$ cat config.mk
export PLATFORM = sky130hd
export DESIGN_NAME = source_text_tokenizer_unit_flat
export DESIGN_NICKNAME = d
export VERILOG_FILES = /design/src/hw/rtl/stt_pkg.sv /design/src/hw/rtl/stt_if.sv /design/src/hw/rtl/stt_core.sv /design/src/hw/rtl/stt_result_queue.sv /design/src/hw/rtl/source_text_tokenizer_unit.sv /design/src/flat_wrapper.sv
export SDC_FILE = /design/constraint.sdc
export NUM_CORES = 1
export LEC_CHECK = 0
export BUFFER_PORTS_ARGS = -buffer_cell sky130_fd_sc_hd__buf_2
export CORE_ASPECT_RATIO = 1.75
export CORE_MARGIN = 2
export CORE_UTILIZATION = 63
export CTS_CLUSTER_SIZE = 16
export DETAILED_ROUTE_END_ITERATION = 8
export GPL_TIMING_DRIVEN = 0
export PLACE_DENSITY = 0.81
export SYNTH_ARGS = -nofsm -noshare
export SYNTH_HDL_FRONTEND = slang
export SYNTH_HIERARCHICAL = 1
export SYNTH_SLANG_ARGS = --single-unit
$ cat constraint.sdc
create_clock -name clk_i -period 36.3 [get_ports clk_i]
set_clock_uncertainty 0.2 [all_clocks]
set_input_delay 3.63 -clock clk_i [delete_from_list [all_inputs] [get_ports clk_i]]
set_output_delay 3.63 -clock clk_i [all_outputs]
set_load 0.02 [all_outputs]
$ cat src/hw/rtl/stt_pkg.sv
`timescale 1ns / 1ps
`default_nettype none

package stt_pkg;

  localparam logic [7:0] CH_ZERO    = 8'h30;
  localparam logic [7:0] CH_NINE    = 8'h39;
  localparam logic [7:0] CH_QUOTE   = 8'h22;
  localparam logic [7:0] CH_NEWLINE = 8'h0A;
  localparam logic [7:0] CH_SLASH   = 8'h2F;
  localparam logic [7:0] CH_SPACE   = 8'h20;
  localparam logic [7:0] CH_TAB     = 8'h09;

  localparam logic [15:0] POS_ONE = 16'd1;
  localparam logic [15:0] POS_MAX = 16'hFFFF;

  typedef enum logic [2:0] {
    KIND_NUMBER  = 3'd0,
    KIND_STRING  = 3'd1,
    KIND_COMMENT = 3'd2,
    KIND_NEWLINE = 3'd3,
    KIND_SPACE   = 3'd4,
    KIND_END     = 3'd5
  } kind_e;

  typedef struct packed {
    kind_e       kind;
    logic [63:0] number_value;
    logic [7:0]  text_char;
    logic        char_valid;
    logic        last;
    logic        unterminated;
    logic [15:0] line;
    logic [15:0] column;
  } result_t;

  typedef struct packed {
    logic [1:0] count;
    result_t    res0;
    result_t    res1;
  } push_t;

  function automatic result_t make_result(kind_e kind, logic [63:0] value,
                                          logic [7:0] tc, logic vld, logic lst,
                                          logic unterm, logic [15:0] line,
                                          logic [15:0] column);
    result_t r;
    r.kind         = kind;
    r.number_value = value;
    r.text_char    = tc;
    r.char_valid   = vld;
    r.last         = lst;
    r.unterminated = unterm;
    r.line         = line;
    r.column       = column;
    return r;
  endfunction

endpackage

`default_nettype wire

$ cat src/hw/rtl/stt_if.sv
`timescale 1ns / 1ps
`default_nettype none

interface stt_in_if;
  logic       valid;
  logic       ready;
  logic [7:0] ch;
  logic       end_of_input;

  modport source (output valid, output ch, output end_of_input, input ready);
  modport sink (input valid, input ch, input end_of_input, output ready);
endinterface

interface stt_out_if;
  logic        valid;
  logic        ready;
  logic [2:0]  kind;
  logic [63:0] number_value;
  logic [7:0]  text_char;
  logic        char_valid;
  logic        last;
  logic        unterminated;
  logic [15:0] line;
  logic [15:0] column;

  modport source (output valid, output kind, output number_value, output text_char,
                  output char_valid, output last, output unterminated, output line,
                  output column, input ready);
  modport sink (input valid, input kind, input number_value, input text_char,
                input char_valid, input last, input unterminated, input line,
                input column, output ready);
endinterface

`default_nettype wire

$ cat src/hw/rtl/stt_core.sv
`timescale 1ns / 1ps
`default_nettype none

module stt_core
  import stt_pkg::*;
(
  input  wire logic       clk_i,
  input  wire logic       rst_ni,
  input  wire logic       take_i,
  input  wire logic [7:0] ch_i,
  input  wire logic       eoi_i,
  output push_t           push_o
);

  typedef enum logic [2:0] {
    MODE_IDLE,
    MODE_NUMBER,
    MODE_STRING,
    MODE_SLASH,
    MODE_COMMENT
  } mode_e;

  mode_e       mode_q, mode_d;
  logic [63:0] acc_q, acc_d;
  logic [15:0] line_q, line_d;
  logic [15:0] col_q, col_d;
  logic        seen_q, seen_d;

  logic        is_digit;
  logic [63:0] digit;
  logic [63:0] acc_next;
  logic [15:0] line_adv;
  logic [15:0] col_adv;
  logic        fall;
  logic        e0, e1;
  result_t     r0, r1;

  assign is_digit = (ch_i >= CH_ZERO) && (ch_i <= CH_NINE);
  assign digit    = {56'd0, 8'(ch_i - CH_ZERO)};
  assign acc_next = {acc_q[60:0], 3'b000} + {acc_q[62:0], 1'b0} + digit;

  always_comb begin
    if (ch_i == CH_NEWLINE) begin
      line_adv = (line_q != POS_MAX) ? 16'(line_q + POS_ONE) : line_q;
      col_adv  = POS_ONE;
    end else begin
      line_adv = line_q;
      col_adv  = (col_q != POS_MAX) ? 16'(col_q + POS_ONE) : col_q;
    end
  end

  always_comb begin
    mode_d = mode_q;
    acc_d  = acc_q;
    line_d = line_q;
    col_d  = col_q;
    seen_d = seen_q;
    fall   = 1'b0;
    e0     = 1'b0;
    e1     = 1'b0;
    r0     = '0;
    r1     = '0;
    if (take_i) begin
      case (mode_q)
        MODE_NUMBER: begin
          if (!eoi_i && is_digit) begin
            acc_d  = acc_next;
            line_d = line_adv;
            col_d  = col_adv;
          end else begin
            r0     = make_result(KIND_NUMBER, acc_q, 8'd0, 1'b0, 1'b1, 1'b0, line_q, col_q);
            e0     = 1'b1;
            seen_d = 1'b1;
            mode_d = MODE_IDLE;
            fall   = 1'b1;
          end
        end
        MODE_STRING: begin
          if (eoi_i) begin
            r0     = make_result(KIND_STRING, 64'd0, 8'd0, 1'b0, 1'b1, 1'b1, line_q, col_q);
            e0     = 1'b1;
            seen_d = 1'b1;
            mode_d = MODE_IDLE;
            fall   = 1'b1;
          end else if (ch_i == CH_QUOTE) begin
            r0     = make_result(KIND_STRING, 64'd0, 8'd0, 1'b0, 1'b1, 1'b0,
                                 line_adv, col_adv);
            e0     = 1'b1;
            seen_d = 1'b1;
            mode_d = MODE_IDLE;
            line_d = line_adv;
            col_d  = col_adv;
          end else begin
            r0     = make_result(KIND_STRING, 64'd0, ch_i, 1'b1, 1'b0, 1'b0, line_q, col_q);
            e0     = 1'b1;
            line_d = line_adv;
            col_d  = col_adv;
          end
        end
        MODE_SLASH: begin
          mode_d = MODE_IDLE;
          if (!eoi_i && ch_i == CH_SLASH) begin
            r0     = make_result(KIND_COMMENT, 64'd0, ch_i, 1'b1, 1'b0, 1'b0, line_q, col_q);
            e0     = 1'b1;
            mode_d = MODE_COMMENT;
            line_d = line_adv;
            col_d  = col_adv;
          end else begin
            fall = 1'b1;
          end
        end
        MODE_COMMENT: begin
          if (eoi_i) begin
            r0     = make_result(KIND_COMMENT, 64'd0, 8'd0, 1'b0, 1'b1, 1'b0, line_q, col_q);
            e0     = 1'b1;
            seen_d = 1'b1;
            mode_d = MODE_IDLE;
            fall   = 1'b1;
          end else if (ch_i == CH_NEWLINE) begin
            r0     = make_result(KIND_COMMENT, 64'd0, 8'd0, 1'b0, 1'b1, 1'b0, line_q, col_q);
            e0     = 1'b1;
            seen_d = 1'b1;
            mode_d = MODE_IDLE;
            line_d = line_adv;
            col_d  = col_adv;
          end else begin
            r0     = make_result(KIND_COMMENT, 64'd0, ch_i, 1'b1, 1'b0, 1'b0, line_q, col_q);
            e0     = 1'b1;
            line_d = line_adv;
            col_d  = col_adv;
          end
        end
        default: begin
          mode_d = MODE_IDLE;
          fall   = 1'b1;
        end
      endcase

      if (fall) begin
        if (eoi_i) begin
          r1     = make_result(KIND_END, 64'd0, 8'd0, 1'b0, 1'b0, 1'b0, line_q, col_q);
          e1     = 1'b1;
          mode_d = MODE_IDLE;
          acc_d  = 64'd0;
          line_d = POS_ONE;
          col_d  = POS_ONE;
          seen_d = 1'b0;
        end else begin
          if (is_digit) begin
            acc_d  = digit;
            mode_d = MODE_NUMBER;
          end else if (ch_i == CH_QUOTE) begin
            mode_d = MODE_STRING;
          end else if (ch_i == CH_SLASH) begin
            mode_d = MODE_SLASH;
          end else if (ch_i == CH_NEWLINE) begin
            r1     = make_result(KIND_NEWLINE, 64'd0, 8'd0, 1'b0, 1'b1, 1'b0, line_q, col_q);
            e1     = 1'b1;
            seen_d = 1'b1;
          end else if ((ch_i == CH_SPACE || ch_i == CH_TAB) && seen_d) begin
            r1 = make_result(KIND_SPACE, 64'd0, 8'd0, 1'b0, 1'b0, 1'b0, line_q, col_q);
            e1 = 1'b1;
          end
          line_d = line_adv;
          col_d  = col_adv;
        end
      end
    end
  end

  always_comb begin
    if (e0) begin
      push_o.res0  = r0;
      push_o.res1  = r1;
      push_o.count = e1 ? 2'd2 : 2'd1;
    end else begin
      push_o.res0  = r1;
      push_o.res1  = r1;
      push_o.count = e1 ? 2'd1 : 2'd0;
    end
  end

  always_ff @(posedge clk_i or negedge rst_ni) begin
    if (!rst_ni) begin
      mode_q <= MODE_IDLE;
      acc_q  <= 64'd0;
      line_q <= POS_ONE;
      col_q  <= POS_ONE;
      seen_q <= 1'b0;
    end else begin
      mode_q <= mode_d;
      acc_q  <= acc_d;
      line_q <= line_d;
      col_q  <= col_d;
      seen_q <= seen_d;
    end
  end

endmodule

`default_nettype wire

$ cat src/hw/rtl/stt_result_queue.sv
`timescale 1ns / 1ps
`default_nettype none

module stt_result_queue
  import stt_pkg::*;
(
  input  wire logic  clk_i,
  input  wire logic  rst_ni,
  input  wire push_t push_i,
  output logic       room_o,
  stt_out_if.source  out_o
);

  localparam int unsigned Depth = 3;

  result_t    ent_q [Depth];
  result_t    ent_d [Depth];
  logic [1:0] count_q, count_d;
  logic [1:0] base;
  logic       pop;

  assign pop    = (count_q != 2'd0) && out_o.ready;
  assign base   = pop ? 2'(count_q - 2'd1) : count_q;
  assign room_o = (count_q <= 2'd1);

  always_comb begin
    for (int i = 0; i < Depth; i++) begin
      if (pop && i < Depth - 1) begin
        ent_d[i] = ent_q[i + 1];
      end else begin
        ent_d[i] = ent_q[i];
      end
      if (push_i.count != 2'd0 && 2'(i) == base) begin
        ent_d[i] = push_i.res0;
      end
      if (push_i.count == 2'd2 && 2'(i) == 2'(base + 2'd1)) begin
        ent_d[i] = push_i.res1;
      end
    end
    count_d = 2'(base + push_i.count);
  end

  always_ff @(posedge clk_i or negedge rst_ni) begin
    if (!rst_ni) begin
      count_q <= 2'd0;
    end else begin
      count_q <= count_d;
    end
  end

  always_ff @(posedge clk_i) begin
    for (int i = 0; i < Depth; i++) begin
      ent_q[i] <= ent_d[i];
    end
  end

  assign out_o.valid        = (count_q != 2'd0);
  assign out_o.kind         = ent_q[0].kind;
  assign out_o.number_value = ent_q[0].number_value;
  assign out_o.text_char    = ent_q[0].text_char;
  assign out_o.char_valid   = ent_q[0].char_valid;
  assign out_o.last         = ent_q[0].last;
  assign out_o.unterminated = ent_q[0].unterminated;
  assign out_o.line         = ent_q[0].line;
  assign out_o.column       = ent_q[0].column;

endmodule

`default_nettype wire

$ cat src/hw/rtl/source_text_tokenizer_unit.sv
// A request waits in the input register until the queue has room; its results are then
// registered in the queue. Throughput: one request per cycle while the output is ready; a
// two-result request stalls the input while the single-result port drains the 3-entry queue.
// Reset: asynchronous, active low; lexer mode idle, value 0, line and column 1, queue empty.
`timescale 1ns / 1ps
`default_nettype none

module source_text_tokenizer_unit
  import stt_pkg::*;
(
  input  wire logic clk_i,
  input  wire logic rst_ni,
  stt_in_if.sink    in_i,
  stt_out_if.source out_o
);

  logic       in_vld_q;
  logic [7:0] in_ch_q;
  logic       in_eoi_q;
  logic       room;
  logic       take;
  push_t      push;

  assign take       = in_vld_q && room;
  assign in_i.ready = !in_vld_q || take;

  always_ff @(posedge clk_i or negedge rst_ni) begin
    if (!rst_ni) begin
      in_vld_q <= 1'b0;
    end else if (in_i.valid && in_i.ready) begin
      in_vld_q <= 1'b1;
    end else if (take) begin
      in_vld_q <= 1'b0;
    end
  end

  always_ff @(posedge clk_i) begin
    if (in_i.valid && in_i.ready) begin
      in_ch_q  <= in_i.ch;
      in_eoi_q <= in_i.end_of_input;
    end
  end

  stt_core u_core (
    .clk_i  (clk_i),
    .rst_ni (rst_ni),
    .take_i (take),
    .ch_i   (in_ch_q),
    .eoi_i  (in_eoi_q),
    .push_o (push)
  );

  stt_result_queue u_queue (
    .clk_i  (clk_i),
    .rst_ni (rst_ni),
    .push_i (push),
    .room_o (room),
    .out_o  (out_o)
  );

  a_push_needs_take: assert property (@(posedge clk_i) disable iff (!rst_ni)
    push.count != 2'd0 |-> take)
    else $error("results pushed without a request taken");

  a_push_count: assert property (@(posedge clk_i) disable iff (!rst_ni)
    push.count != 2'd3)
    else $error("more than two results for one request");

  a_pair_order: assert property (@(posedge clk_i) disable iff (!rst_ni)
    push.count == 2'd2 |-> push.res0.last && push.res0.kind != KIND_END)
    else $error("first of a result pair is not a closing token item");

  a_queue_room: assert property (@(posedge clk_i) disable iff (!rst_ni)
    push.count != 2'd0 |=> out_o.valid)
    else $error("pushed result left the result queue empty");

endmodule

`default_nettype wire

$ cat src/flat_wrapper.sv
// flat-port wrapper written by rule: the top's interface ports become plain ports
module source_text_tokenizer_unit_flat import stt_pkg::*;
  (clk_i, rst_ni, in_i_valid, in_i_ch, in_i_end_of_input, in_i_ready, out_o_valid, out_o_kind, out_o_number_value, out_o_text_char, out_o_char_valid, out_o_last, out_o_unterminated, out_o_line, out_o_column, out_o_ready);
  stt_in_if in_i_i ();
  stt_out_if out_o_i ();
  input  wire logic clk_i;
  input  wire logic rst_ni;
  input wire logic [$bits(in_i_i.valid)-1:0] in_i_valid;
  input wire logic [$bits(in_i_i.ch)-1:0] in_i_ch;
  input wire logic [$bits(in_i_i.end_of_input)-1:0] in_i_end_of_input;
  output wire logic [$bits(in_i_i.ready)-1:0] in_i_ready;
  output wire logic [$bits(out_o_i.valid)-1:0] out_o_valid;
  output wire logic [$bits(out_o_i.kind)-1:0] out_o_kind;
  output wire logic [$bits(out_o_i.number_value)-1:0] out_o_number_value;
  output wire logic [$bits(out_o_i.text_char)-1:0] out_o_text_char;
  output wire logic [$bits(out_o_i.char_valid)-1:0] out_o_char_valid;
  output wire logic [$bits(out_o_i.last)-1:0] out_o_last;
  output wire logic [$bits(out_o_i.unterminated)-1:0] out_o_unterminated;
  output wire logic [$bits(out_o_i.line)-1:0] out_o_line;
  output wire logic [$bits(out_o_i.column)-1:0] out_o_column;
  input wire logic [$bits(out_o_i.ready)-1:0] out_o_ready;
  assign in_i_i.valid = in_i_valid;
  assign in_i_i.ch = in_i_ch;
  assign in_i_i.end_of_input = in_i_end_of_input;
  assign in_i_ready = in_i_i.ready;
  assign out_o_valid = out_o_i.valid;
  assign out_o_kind = out_o_i.kind;
  assign out_o_number_value = out_o_i.number_value;
  assign out_o_text_char = out_o_i.text_char;
  assign out_o_char_valid = out_o_i.char_valid;
  assign out_o_last = out_o_i.last;
  assign out_o_unterminated = out_o_i.unterminated;
  assign out_o_line = out_o_i.line;
  assign out_o_column = out_o_i.column;
  assign out_o_i.ready = out_o_ready;
  source_text_tokenizer_unit u_core (.clk_i(clk_i), .rst_ni(rst_ni), .in_i(in_i_i), .out_o(out_o_i));
endmodule
Yosys cells after proc, flatten, opt, wreduce, memory -nomap -nowiden:

Memory sizes are Yosys's and may differ from the RTL's.
Cells that the tools add are included.
W data, S select, Z words.

* output and inout port bits: 112
* flip-flop bits (word level): 112
* memory bits (writable): 330
* memories kept: 1
* bits of input ports: 13
* logic and storage cells: 157

Memory list
* u_core.u_queue.ent_q: words 3, bits a word 110, read ports 3, clocked after memory_dff 0, write ports 3, line stt_result_queue.sv:16 `result_t ent_q [Depth];`

* add/subtract/negate cells: 8
* mux-type cells: 92
* $lt $le $gt $ge: 3
* equal/unequal tests: 19
* reductions and logical operators: 25

Operators by type and width (count)
* $mux W110: 16
* $pmux W109 S4: 1
* $mux W64: 5
* $mux W16: 14
* $mux W222: 1
* $mux W109: 2
* $mux W43: 4
* $mux W107: 1
* $pmux W16 S3: 2
* $add A64 B64 Y64: 1
* $add A64 B8 Y64: 1
* $mux W3: 11
* $add A16 B1 Y16 const B: 2
* $ne A16 B16 Y1 const B: 2
* $mux W1: 29
* $eq A8 B6 Y1 const B: 3
* $eq A8 B4 Y1 const B: 2
* $logic_and A1 B1 Y1: 13
* $pmux W3 S4: 1
* $ne A3 B3 Y1 const B: 3
* $pmux W1 S3: 3
* $ge A8 B6 Y1 const B: 1
* $le A8 B6 Y1 const B: 1
* $sub A8 B6 Y8 const B: 1
* 18 further kinds: 27

Depth between registers and ports, before layout:

Gate-level depths: netlist (run 1).

* word-level depth: 21
* depth in mapped cells: 18
* depth with buffers taken out: 14

By module:

The synthesis (run 1) kept the hierarchy.

By module, submodules not included
* stt_result_queue: sequential area each 9959.6 sq um, cells each 1734, times used 1, area an instance 18496.5 sq um
* stt_core: sequential area each 2504.9 sq um, cells each 1471, times used 1, area an instance 11397.2 sq um
* source_text_tokenizer_unit: sequential area each 295.3 sq um, cells each 14, times used 1, area an instance 330.3 sq um

Worst setup path before layout (run 1):

OpenSTA, ideal clock, no wires.

* path type: input to register
* start point: input out_o_ready
* end point: memory u_core/u_queue/ent_q[0][220] (netlist name) (enable)
* cell stages on the path: 5
* arrival: 11783 ps
* data required time: 35369 ps
* path buffers: 1
* path slack: 23586 ps
* setup time: 731 ps
* cell sequence: nand2b_2 buf_6 nand3_1 a21boi_0 o21ai_0

RTL lines
* start: declaration: line flat_wrapper.sv:21 `input wire logic [$bits(out_o_i.ready)-1:0] out_o_ready;`
* end: declaration: line stt_result_queue.sv:16

==> flow_metrics.env, run 1 <==
export IMPL_clkTransAtPathRegs_ps=60
export IMPL_drc_errors=0
export IMPL_clock_latency_ps=560
export IMPL_final_max_slew_violation_count=0
export IMPL_cpPeakStageDelay_ps=720
export IMPL_cp_slowest_cell="nor2_1"
export IMPL_worstPathCellList="nor3b_1 -> nand2_1 -> nor2_1 -> nor2_1 -> o21ai_1 -> clkbuf_1 -> and2_1 -> ha_1 -> nor2_4 -> buf_4 -> buf_4 -> clkbuf_1 -> o211ai_1 -> buf_4 -> buf_4 -> buf_4 -> buf_4 -> buf_4 -> buf_4 -> buf_4"
export IMPL_io_pins=125
export IMPL_grt_start_max_net_pins=67
export IMPL_cp_data_arrival_time_ps=8120
export IMPL_cts_tree="done"
export IMPL_synth_flop_cell="edfxtp_1"
export IMPL_worstReg2RegStart="u_core/in_ch_q[3]"
export IMPL_yosysWarnings=6
export IMPL_p_int_mw=1.27
export IMPL_cts_root_buf="clkbuf_16"
export IMPL_clkPwrFrac_pct=23.1
export IMPL_yosysTopAreaCell="edfxtp_1"
export IMPL_grt_pass1_vias=26000
export IMPL_async_reset_ff_share_pct=23.3
export IMPL_final_util_pct=70.8
export IMPL_cts_hold_buf=0
export IMPL_p_leak_nw=13.7
export IMPL_post_place_ws_ps=28420
export IMPL_wire_per_inst_um=22.0
export IMPL_rows=106
export IMPL_ys_ff_latch=442
export IMPL_crit_path_max_fanout=12
export IMPL_dp_hpwl_um=67500
export IMPL_cts_setup_buffers=0
export IMPL_crit_buf_inv=11
export IMPL_setup_tns_ps=0
export IMPL_synth_common_cells="nand2_1 (371), o21ai_0 (344), edfxtp_1 (339)"
export IMPL_postRouteAntennaNets=0
export IMPL_relSlewSlack_pct=9.98
export IMPL_cp_data_required_time_ps=36410
export IMPL_vias_per_cell=6.35
export IMPL_fmax_mhz=125
export IMPL_num_vias=26200
export IMPL_ir_drop_mv=0.0382
export IMPL_cp_end_kind="flip-flop"
export IMPL_cpLargestDelayFamily="buffers and inverters"
export IMPL_min_from="u_core/u_core/acc_q[63]"
export IMPL_dieArea_sq_um=49800
export IMPL_cts_resized=0
export IMPL_finalCritPeriodShare_pct=22.0
export IMPL_routed_wl_um=90400
export IMPL_setup_ws_ps=28300
export IMPL_die_h_um=294
export IMPL_syn_inst=3219
export IMPL_sequentialPowerShare_pct=37.3
export IMPL_gr_usage_all_layers_pct=35.7
export IMPL_core_sq_um=47600
export IMPL_netlist_area_sq_um=30200
export IMPL_cpMostUsedCell="buf_4"
export IMPL_cts_sinks=442
export IMPL_p_per_area_nw_per_um2=62.1
export IMPL_syn2layout_area_growth_pct=11.5
export IMPL_io_buffers=124
export IMPL_grt_pass1_wl_um=139000
export IMPL_syn_avg_cell_area_sq_um=9.39
export IMPL_nets=3636
export IMPL_synth_edf_count=339
export IMPL_cp_start_kind="flip-flop"
export IMPL_cts_buffer_depth=3
export IMPL_drive_gt1_share_pct=18.8
export IMPL_diodes=0
export IMPL_status="finished, final reports clean"
export IMPL_ys_types=102
export IMPL_synth_top_cells_by_area="edfxtp_1 (34%), dfrtp_1 (8.4%), o21ai_0 (5.7%)"
export IMPL_fin_crit_ps=8000
export IMPL_startpoint="u_core/in_ch_q[3]"
export IMPL_cts_buffers_inserted=43
export IMPL_rsz0062_at_grt="false"
export IMPL_grt_overflow=0
export IMPL_tightest_slew_ps=1340
export IMPL_max_cap_violations=0
export IMPL_p_sw_mw=0.818
export IMPL_h_tree_depth=2
export IMPL_die_w_um=170
export IMPL_dr_pass1_iters=8
export IMPL_start_util_pct=63.5
export IMPL_seq_area_frac_synth_pct=42.2
export IMPL_hold_path_class="reg -> reg"
export IMPL_power_mw=2.09
export IMPL_hold_viol=0
export IMPL_synth_most_common_cell="nand2_1"
export IMPL_nFillCells=3602
export IMPL_switching_share_pct=39.1
export IMPL_finalSetupViolations=0
export IMPL_crit_type="reg -> reg"
export IMPL_antenna_found_initial=0
export IMPL_gp_congestion=0.962
export IMPL_synth_top_cell_area_share_pct=33.7
export IMPL_power_share_combinational_pct=39.5
export IMPL_first_iter_violations=2245
## per-stage QoR
step	instances	hold slack (ps)	area, sq um
after floorplan	3292	276	30500
after global placement	4010	322	31900
after detailed placement	4040	331	32200
after CTS	4119	345	33700
after global routing	4119	381	33700
final	4119	345	33700
## flip-flops by register name, indices dropped and copies added (netlist names)
register and cells:
u_core/u_queue/ent_q 330, u_core/u_core/acc_q 64, u_core/u_core/col_q 16, u_core/u_core/line_q 16, u_core/in_ch_q 8, u_core/u_core/mode_q 3
u_core/u_queue/count_q 2, u_core/in_eoi_q 1, u_core/in_vld_q 1, u_core/u_core/seen_q 1
## worst paths after layout
| path | endpoint | slack, ps | cells after the start |
|---|---|---|---|
| max | u_core/u_queue/ent_q[0][61] | 28300 | 20 |
| min | u_core/u_core/acc_q[63] | 350 | 2 |
| max reg2reg | u_core/u_queue/ent_q[0][61] | 28300 | 20 |
| min reg2reg | u_core/u_core/acc_q[63] | 350 | 2 |
| max in group asynchronous | u_core/u_core/line_q[14] | 32350 | 2 |
| min in group asynchronous | u_core/u_core/acc_q[57] | 2790 | 1 |
## cell families (layout without fill, tap and decap cells)
| kind of cell | count (synthesis) | after routing | share of synthesized area (%) |
|---|---|---|---|
| and+or+nand+nor | 1111 | 1111 | 18.0 |
| AOI/OAI and AO/OA | 891 | 891 | 17.9 |
| buffers and inverters | 469 | 702 | 9.22 |
| DFF | 442 | 442 | 42.2 |
| adders and majority gates | 132 | 132 | 5.61 |
| muxes | 116 | 116 | 5.41 |
| xor gates and xnor gates | 57 | 57 | 1.65 |
| other | 1 | 74 | 0.0124 |
## layer usage
layer	GRT usage, %	up-vias	wire length, um
li1	-	12100	-
met5	0	-	0
met4	25.3	0	7260
met2	64.2	1260	46100
met1	38.6	12400	31500
met3	4.13	409	5520
## cell usage in the layout, fill, tap and decap left out, types with 11 or more instances in the layout
| cell type | netlist | layout |
|---|---|---|
| nand2_1 | 371 | 371 |
| o21ai_0 | 344 | 343 |
| edfxtp_1 | 339 | 339 |
| a31oi_1 | 225 | 225 |
| buf_4 | 193 | 214 |
| buf_2 | 84 | 207 |
| nor2_1 | 198 | 198 |
| clkbuf_1 | 130 | 138 |
| nor3_1 | 134 | 133 |
| nor2b_1 | 130 | 130 |
| ha_1 | 126 | 126 |
| a21oi_1 | 116 | 116 |
| dfrtp_1 | 101 | 101 |
| mux2_4 | 89 | 89 |
| and2_1 | 84 | 84 |
| conb_1 | 1 | 74 |
| clkbuf_16 | 0 | 46 |
| and3_1 | 44 | 44 |
| nand4_1 | 39 | 39 |
| nand3_1 | 38 | 38 |
| inv_1 | 37 | 37 |
| a21o_1 | 33 | 33 |
| xnor2_1 | 32 | 32 |
| xor2_1 | 25 | 25 |
| mux2_2 | 22 | 22 |
| o31ai_1 | 22 | 22 |
| a211oi_1 | 13 | 13 |
| o21bai_1 | 13 | 13 |
| buf_12 | 9 | 13 |
| o21a_1 | 12 | 12 |
| a22o_1 | 12 | 12 |
| and4_1 | 11 | 11 |
| o2bb2ai_1 | 11 | 11 |
## power groups by stage
stage	Clock [mW]	Combinational [mW]	Sequential, mW
2_1_floorplan	0	0.525	0.796
3_3_place_gp	0	0.768	0.828
3_5_place_dp	0	0.806	0.789
4_1_cts	0.490	0.811	0.780
5_1_grt	0.508	0.873	0.791
6_report	0.484	0.827	0.781
## worst reg2reg max path: stages, from the launching register on
cell	delay (ps)
edfxtp_1	540
nor3b_1	640
nand2_1	160
nor2_1	720
nor2_1	380
o21ai_1	540
clkbuf_1	410
and2_1	260
ha_1	330
nor2_4	470
buf_4	370
buf_4	330
clkbuf_1	450
o211ai_1	450
buf_4	340
buf_4	200
buf_4	190
buf_4	200
buf_4	200
buf_4	190
buf_4	200
## final cells by class
class,instances,area (sq um),share of cell area (%)
Clock inverter,25,313,0.929
Buffer,431,2650,7.85
Sequential cell,442,12800,37.9
Inverter,38,143,0.423
Timing Repair Buffer,154,937,2.78
Tap cell,594,743,2.21
Multi-Input combinational cell,2381,15000,44.4
Clock buffer,54,1180,3.51
(Power assumes the default switching activity.)
==> inputs of run 2 (changes only) <==
--- a/config.mk
+++ b/config.mk
@@ -8,11 +8,11 @@
 export BUFFER_PORTS_ARGS = -buffer_cell sky130_fd_sc_hd__buf_2
 export CORE_ASPECT_RATIO = 1.75
 export CORE_MARGIN = 2
-export CORE_UTILIZATION = 63
+export CORE_UTILIZATION = 57
 export CTS_CLUSTER_SIZE = 16
 export DETAILED_ROUTE_END_ITERATION = 8
 export GPL_TIMING_DRIVEN = 0
-export PLACE_DENSITY = 0.81
+export PLACE_DENSITY = 0.77
 export SYNTH_ARGS = -nofsm -noshare
 export SYNTH_HDL_FRONTEND = slang
 export SYNTH_HIERARCHICAL = 1
==> constraint.sdc (replaced) <==
create_clock -name clk_i -period 7.3 [get_ports clk_i]
set_clock_uncertainty 0.2 [all_clocks]
set_input_delay 0.73 -clock clk_i [delete_from_list [all_inputs] [get_ports clk_i]]
set_output_delay 0.73 -clock clk_i [all_outputs]
set_load 0.02 [all_outputs]
==> run 2 against run 1 <==
  * First-iteration DRC count is 16% higher
  * Clock power grew to 4.9 times the previous value
  * Hold slack got worse by 230 ps
  * Global-route usage fell by 2.5 points
  * Utilization decreased by 6.1 points
  * Maximum frequency rose by 18%
  * Largest power group unchanged
  * Critical path depth unchanged
  * Highest routed layer unchanged
  * Sequential share of layout area shrank 0.17 points
  * Routed wire length rose by 2.0%
  * Non-clock buffer count increased by 2
  * Total power grew to 5.0 times the previous value
==> flow_metrics.env, run 2 (synthesis gave the netlist of run 1 again) <==
export IMPL_antenna_found_initial=1
export IMPL_io_pins=125
export IMPL_p_per_area_nw_per_um2=308
export IMPL_reg2reg_slack_ps=490
export IMPL_grt_pass1_vias=26200
export IMPL_vias_per_cell=6.27
export IMPL_cp_data_arrival_time_ps=6880
export IMPL_routed_wl_um=92200
export IMPL_dr_pass1_iters=9
export IMPL_final_util_pct=64.6
export IMPL_cts_setup_buffers=0
export IMPL_rows=111
export IMPL_nets=3639
export IMPL_relSlewSlack_pct=5.68
export IMPL_dp_hpwl_um=68900
export IMPL_fin_cells=4206
export IMPL_grt_start_max_net_pins=55
export IMPL_core_sq_um=52400
export IMPL_final_max_slew_violation_count=0
export IMPL_cts_buffers_inserted=44
export IMPL_fmax_mhz=147
export IMPL_setup_tns_ps=0
export IMPL_power_mw=10.4
export IMPL_num_vias=26400
export IMPL_max_cap_violations=0
export IMPL_cts_tree="done"
export IMPL_mostFrequentLayoutCell="nand2_1"
export IMPL_finalSetupViolations=0
export IMPL_cts_root_buf="clkbuf_16"
export IMPL_finalCritPeriodShare_pct=93.3
export IMPL_status="finished, final reports clean"
export IMPL_hold_viol=0
export IMPL_r2r_end="u_core/u_queue/ent_q[0][65]"
export IMPL_cts_sinks=442
export IMPL_dieArea_sq_um=55000
export IMPL_rr_worst_depth=20
export IMPL_regMostFlops="u_core/u_queue/ent_q"
export IMPL_start_util_pct=57.7
export IMPL_clkTransAtPathRegs_ps=60
export IMPL_rsz0062_at_grt="false"
export IMPL_h_tree_depth=2
export IMPL_postRouteAntennaNets=0
export IMPL_ir_drop_mv=0.213
export IMPL_drive_gt1_share_pct=19.2
export IMPL_cp_data_required_time_ps=7370
export IMPL_hold_path_class="in -> reg"
export IMPL_die_h_um=309
export IMPL_io_buffers=124
export IMPL_first_iter_violations=2610
export IMPL_min_from="in_i_ch[7]"
export IMPL_syn2layout_area_growth_pct=12.0
export IMPL_layout_common_cells="nand2_1 (371), o21ai_0 (343), edfxtp_1 (339)"
export IMPL_dpl_cell_count=4125
export IMPL_p_leak_nw=13.7
export IMPL_tightest_slew_ps=1400
export IMPL_min_path_cells=1
export IMPL_die_w_um=178
export IMPL_fin_crit_ps=6810
export IMPL_cp_start_kind="flip-flop"
export IMPL_gr_usage_all_layers_pct=33.2
export IMPL_drc_errors=0
export IMPL_crit_type="reg -> reg"
export IMPL_wire_per_inst_um=21.9
export IMPL_worstReg2RegStart="u_core/in_ch_q[3]"
export IMPL_grt_overflow=0
export IMPL_cts_buffer_depth=3
export IMPL_crit_path_max_fanout=12
export IMPL_diodes=0
export IMPL_min_to="u_core/in_ch_q[7]"
export IMPL_grt_pass1_wl_um=142000
export IMPL_largest_reg_flops=330
export IMPL_reg_top3="u_core/u_queue/ent_q x330, u_core/u_core/acc_q x64"
export IMPL_gp_congestion=0.961
export IMPL_clock_latency_ps=590
export IMPL_cp_end_kind="flip-flop"
[run 2: layout make-up]
type / count / area (sq um)
clock buffer: 52 / 1140
sequential: 442 / 12800
fill: 4273 / 18500
clock inverter: 28 / 312
multi-input combinational: 2381 / 15000
buffer: 431 / 2660
timing repair buffer: 156 / 958
tap: 678 / 848
inverter: 38 / 143
[run 2: per-layer routing]
layer  track usage, %  wire, um  share of wire, %
met1             35.8     31900                35
met2             60.9     48400                52
met3             3.13      5550               6.0
met4             21.7      6350               6.9
met5                0         0                 0
[run 2: worst max-delay path by stage]
stage	startpoint	endpoint	slack, ps	depth (start not counted)
after global routing	u_core/in_ch_q[3]	u_core/u_queue/ent_q[0][59]	300	20
final	u_core/in_ch_q[3]	u_core/u_queue/ent_q[0][65]	490	20
after floorplan	u_core/in_ch_q[4]	u_core/u_queue/ent_q[0][0]	-1560	15
after CTS	u_core/in_ch_q[3]	u_core/u_queue/ent_q[0][65]	300	20
after detailed placement	u_core/in_ch_q[3]	u_core/u_queue/ent_q[0][68]	340	20
after global placement	u_core/in_ch_q[3]	u_core/u_queue/ent_q[0][153]	-6160	14
[run 2: what timing repair did]
action / CTS / global route
hold buffers: 1 / 0
endpoints found under the hold margin: 47 / 0
endpoints found under the setup margin: 0 / 12
gates resized for setup: 0 / 1
[run 2: power by group]
part | total, mW | switching (mW) | internal (mW)
combinational | 4.16 | 2.84 | 1.32
sequential | 3.88 | 0.249 | 3.63
clock | 2.37 | 1.03 | 1.34
total | 10.4 | 4.12 | 6.28
[run 2: metrics by stage]
stage / setup slack [ps] / instance area, sq um / hold slack [ps]
6_report: 490 / 33800 / 119
5_1_grt: 303 / 33800 / 120
4_1_cts: 300 / 33800 / 105
3_5_place_dp: 336 / 32400 / 323
3_3_place_gp: -6160 / 32000 / 290
2_1_floorplan: -1560 / 30600 / 234
[run 2: critical path: stages (launching register included)]
cell,delay (ps)
edfxtp_1,570
nor3b_2,490
nand2_1,160
nor2_2,530
nor2_1,360
o21ai_2,330
clkbuf_1,400
and2_4,250
ha_4,120
buf_2,200
nor2_4,150
buf_6,210
buf_6,190
clkbuf_8,190
o211ai_1,620
buf_4,330
buf_4,230
buf_4,220
buf_4,230
buf_4,230
buf_4,230
